===== src/hw/rtl/klmt_pkg.sv =====
// ----------------------------------------------------------------------------
// klmt_pkg
// Shared types and codes of the keyed line mark table: request and result
// payloads, operation and status codes, configuration register map.
// ----------------------------------------------------------------------------
`default_nettype none

package klmt_pkg;

  localparam int KEY_W    = 8;
  localparam int LINE_W   = 32;
  localparam int COLUMN_W = 16;

  // operation codes
  localparam logic [1:0] OP_SET    = 2'd0;
  localparam logic [1:0] OP_GET    = 2'd1;
  localparam logic [1:0] OP_INSERT = 2'd2;
  localparam logic [1:0] OP_DELETE = 2'd3;

  // result status codes
  localparam logic [1:0] STATUS_OK      = 2'd0;
  localparam logic [1:0] STATUS_NOT_SET = 2'd1;
  localparam logic [1:0] STATUS_DELETED = 2'd2;

  // register map, index taken from paddr[2]
  localparam int         CFG_ADDR_W  = 3;
  localparam int         CFG_DATA_W  = 32;
  localparam logic       REG_PRIMARY = 1'b0;
  localparam logic       REG_ALIAS   = 1'b1;
  localparam logic [7:0] PRIMARY_RST = 8'd39;
  localparam logic [7:0] ALIAS_RST   = 8'd96;

  typedef struct packed {
    logic [1:0]          op;
    logic [KEY_W-1:0]    key;
    logic [LINE_W-1:0]   line_number;
    logic [COLUMN_W-1:0] set_column;
    logic                user_set;
  } req_t;

  typedef struct packed {
    logic [1:0]          status;
    logic [LINE_W-1:0]   mark_line;
    logic [COLUMN_W-1:0] mark_column;
  } rsp_t;

  typedef struct packed {
    logic [KEY_W-1:0] abs_key_primary;
    logic [KEY_W-1:0] abs_key_alias;
  } cfg_t;

endpackage

`default_nettype wire


===== src/hw/rtl/klmt_apb_regs.sv =====
// ----------------------------------------------------------------------------
// klmt_apb_regs
// APB-style configuration registers: the two absolute mark keys.
// ----------------------------------------------------------------------------
`default_nettype none

module klmt_apb_regs (
  input  wire logic                            clk,
  input  wire logic                            rst_n,
  input  wire logic                            psel,
  input  wire logic                            penable,
  input  wire logic                            pwrite,
  input  wire logic [klmt_pkg::CFG_ADDR_W-1:0] paddr,
  input  wire logic [klmt_pkg::CFG_DATA_W-1:0] pwdata,
  output logic      [klmt_pkg::CFG_DATA_W-1:0] prdata,
  output logic                                 pready,
  output klmt_pkg::cfg_t                       cfg
);
  import klmt_pkg::*;

  logic [KEY_W-1:0] primary_r;
  logic [KEY_W-1:0] alias_r;
  logic             wr_go;
  logic             reg_idx;

  assign pready  = 1'b1;
  assign wr_go   = psel && penable && pwrite && pready;
  assign reg_idx = paddr[2];

  always_ff @(posedge clk) begin
    if (!rst_n) begin
      primary_r <= PRIMARY_RST;
      alias_r   <= ALIAS_RST;
    end else if (wr_go) begin
      unique case (reg_idx)
        REG_PRIMARY: primary_r <= pwdata[KEY_W-1:0];
        REG_ALIAS:   alias_r   <= pwdata[KEY_W-1:0];
        default:     primary_r <= primary_r;
      endcase
    end
  end

  always_comb begin
    unique case (reg_idx)
      REG_PRIMARY: prdata = CFG_DATA_W'(primary_r);
      REG_ALIAS:   prdata = CFG_DATA_W'(alias_r);
      default:     prdata = '0;
    endcase
  end

  assign cfg.abs_key_primary = primary_r;
  assign cfg.abs_key_alias   = alias_r;

endmodule

`default_nettype wire

===== config.mk =====
export PLATFORM = sky130hd
export DESIGN_NAME = klmt_apb_regs
export DESIGN_NICKNAME = d
export VERILOG_FILES = /design/src/hw/rtl/klmt_pkg.sv /design/src/hw/rtl/klmt_apb_regs.sv
export SDC_FILE = /design/constraint.sdc
export NUM_CORES = 1
export LEC_CHECK = 0
export BUFFER_PORTS_ARGS = -buffer_cell sky130_fd_sc_hd__clkbuf_2
export CAP_MARGIN = 15
export CORE_MARGIN = 2
export CORE_UTILIZATION = 37
export CTS_CLUSTER_DIAMETER = 150
export DETAILED_ROUTE_END_ITERATION = 8
export GPL_ROUTABILITY_DRIVEN = 1
export PLACE_DENSITY_LB_ADDON = 0.08
export SLEW_MARGIN = 20
export SYNTH_ARGS = -nofsm -noshare
export SYNTH_HDL_FRONTEND = slang
export SYNTH_SLANG_ARGS = --single-unit

===== constraint.sdc =====
create_clock -name clk -period 1.4 [get_ports clk]
set_input_delay 0.42 -clock clk [delete_from_list [all_inputs] [get_ports clk]]
set_output_delay 0.42 -clock clk [all_outputs]
set_load 0.01 [all_outputs]

==> run_results.csv <==
group,metric,value,unit
clock_network,insertion_delay,0.28,ns
global_route,grt_util_all_layers,0.135,
placed_design,dpl.cell_count,165,
finish,finalInstanceArea,1290,sq um
power,ir_worst_vdd,356,uV
finish,fin_nets,196,
finish,n_antenna_cell,0,
die,core,2500,sq um
clock_network,clk_pin_slew,0.09,ns
power,p_leak,0.640,nW
finish,final_layout_size_suffix_gt1_frac,0.545,
global_route,antenna_found_initial,0,
placed_design,hpwlAfterDp,1.43,mm
routing,vias,787,
yosys,syn_avg_cell_area,9.43,sq um
timing,rsz0062_at_grt,"true",
yosys,ys_ff_latch,16,
timing,max_freq,702,MHz
status,violations,"negative setup slack",
die,num_rows,18,
timing,report.final.slew_viol_count,0,
setup_path,cp-start-kind,"flip-flop",
routing,drc_errors,0,
die,io_pins,89,
routing,drt-initial-drc-count,21,
finish,most-common-layout-cells,"clkbuf_2, conb_1, nand2_1, buf_4",
routing,drtAntennaViolNets,0,
finish,syn2layout_area_growth,31.4,%
setup_path,path_cells,"mux2_4 -> buf_6",
timing,hold_viol,0,
yosys,synth_warnings,0,
setup_path,crit_fanout,2,
setup_path,cp.required,0.98,ns
global_route,overflow,0,
placed_design,portBuffers,37,
global_route,grt_max_degree,14,
placed_design,gp_congestion,0.654,
finish,seq_area,340,sq um
timing,finalCriticalPeriod,1.42,ns
setup_path,slowest_stage,"dfxtp_2",
setup_path,crit_family,"flip-flops",
clock_network,clk_path_buf_depth,2,
timing,setup-tns-final,-0.132,ns
setup_path,worstSetupPathType,"reg -> out",
placed_design,post_dp_cell_area,1070,sq um
finish,multi_input_area,523,sq um
timing,finClkSkew,0,ns
status,run_status,"finished with violations",
yosys,synthesis.area,981,sq um
timing,period_share,1.02,
die,start_util,0.392,
clock_network,cts_tree,"done",
clock_network,htreeDepth,1,
power,power,898,uW
finish,fin_cells,184,
finish,fill_cells,257,
die,die-area,3080,sq um
clock_network,cts_buffers,3,
global_route,grt_pass1_vias,692,
setup_path,cp_num_buf_inv,1,
die,dieWidth,55.5,um
setup_path,critPathCaptureType,"output pin",
timing,worst_slack,-0.0239,ns
die,die_h,55.5,um
clock_network,clockRootBuffer,"clkbuf_4",
power,power_density,697,nW/um^2
min_path,hp-class,"in -> reg",
routing,drt_wl_total,2.10,mm
routing,via_per_inst,4.28,
yosys,ys_seq_area_frac,0.327,
routing,drt_pass1_iterations,4,
global_route,grt_first_pass_wirelength,3.22,mm
yosys,ys_types,13,
setup_path,cpPeakStageDelay,0.34,ns
clock_network,clock_sinks,16,
routing,wl_per_cell,11.4,um
yosys,syn_inst,104,
timing,finalSetupViolations,8,
setup_path,arrival,1.00,ns
clock_network,ctsHoldBuffers,0,
finish,final_common_cell,"clkbuf_2",
job,maxCapViolCount,0,
## stage by stage
stage               utilization  setup slack (ns)  hold slack (ns)
floorplan                     -            0.0954            0.488
global placement          0.426            -0.206            0.456
detailed placement        0.426            -0.210            0.465
CTS                       0.508           -0.0333            0.357
global route              0.516           -0.0607            0.355
finish                    0.516           -0.0239            0.362
## per-layer routing
layer  global-route usage  up-vias  part of all wire
met3               0.0398        2             0.061
met2                0.223       30              0.50
met4               0.0627        0            0.0062
met1                0.160      368              0.43
met5                    0        -                 0
li1                     -      387                 -
## cell families (layout without fill, tap and decap cells)
kind of cell / count (synthesis) / after routing / synth area share
buffers and inverters: 31 / 58 / 0.244
DFF: 16 / 16 / 0.327
muxes: 24 / 24 / 0.255
and+or+nand+nor: 31 / 31 / 0.167
other: 2 / 25 / 0.00766
## power breakdown
group          leakage [nW]  switching [mW]  total, mW  internal, mW
registers             0.132         0.00553      0.472         0.467
logic                 0.495          0.0976      0.184        0.0869
clock network        0.0138           0.142      0.242        0.0998
## state kept, by name, indices dropped and copies added (netlist names)
register   flops
alias_r        8
primary_r      8
## what timing repair did
item / in CTS / in global routing
setup buffers: 15 / 0
gates cloned: 1 / 0
endpoints found under the setup margin: 8 / 8
gates resized for setup: 23 / 6
## Yosys cell counts
| master | count | area share |
|---|---|---|
| and4b_2 | 1 | 0.011 |
| conb_1 | 2 | 0.0077 |
| dfxtp_1 | 16 | 0.33 |
| mux2_2 | 8 | 0.092 |
| buf_4 | 25 | 0.19 |
| nor2b_1 | 11 | 0.070 |
| and4_4 | 1 | 0.011 |
| nand2_1 | 17 | 0.065 |
| mux2i_1 | 16 | 0.16 |
| buf_6 | 1 | 0.011 |
| nand4b_1 | 1 | 0.0089 |
| buf_12 | 1 | 0.020 |
| buf_2 | 4 | 0.020 |
## tightest hold or removal path, delay by kind of cell
| kind | cells | cell delay [ns] |
|---|---|---|
| and+or+nand+nor | 1 | 0.05 |
| muxes | 1 | 0.06 |
| buffers and inverters | 1 | 0.09 |
## worst paths after layout
| kind | startpoint | endpoint | slack (ns) | depth (start not counted) |
|---|---|---|---|---|
| max | primary_r[3] | prdata[3] | -0.02 | 2 |
| min reg2reg | alias_r[2] | alias_r[2] | 0.47 | 2 |
| min | pwdata[1] | alias_r[1] | 0.36 | 3 |
| max reg2reg | primary_r[0] | primary_r[0] | 0.64 | 3 |
## final cells by class
| type | count | area share |
|---|---|---|
| well taps | 30 | 0.0291 |
| clock buffers | 3 | 0.0175 |
| flip-flops and latches | 16 | 0.264 |
| repair buffers | 55 | 0.283 |
| multi-input cells | 80 | 0.406 |
(Power assumes the default switching activity.)
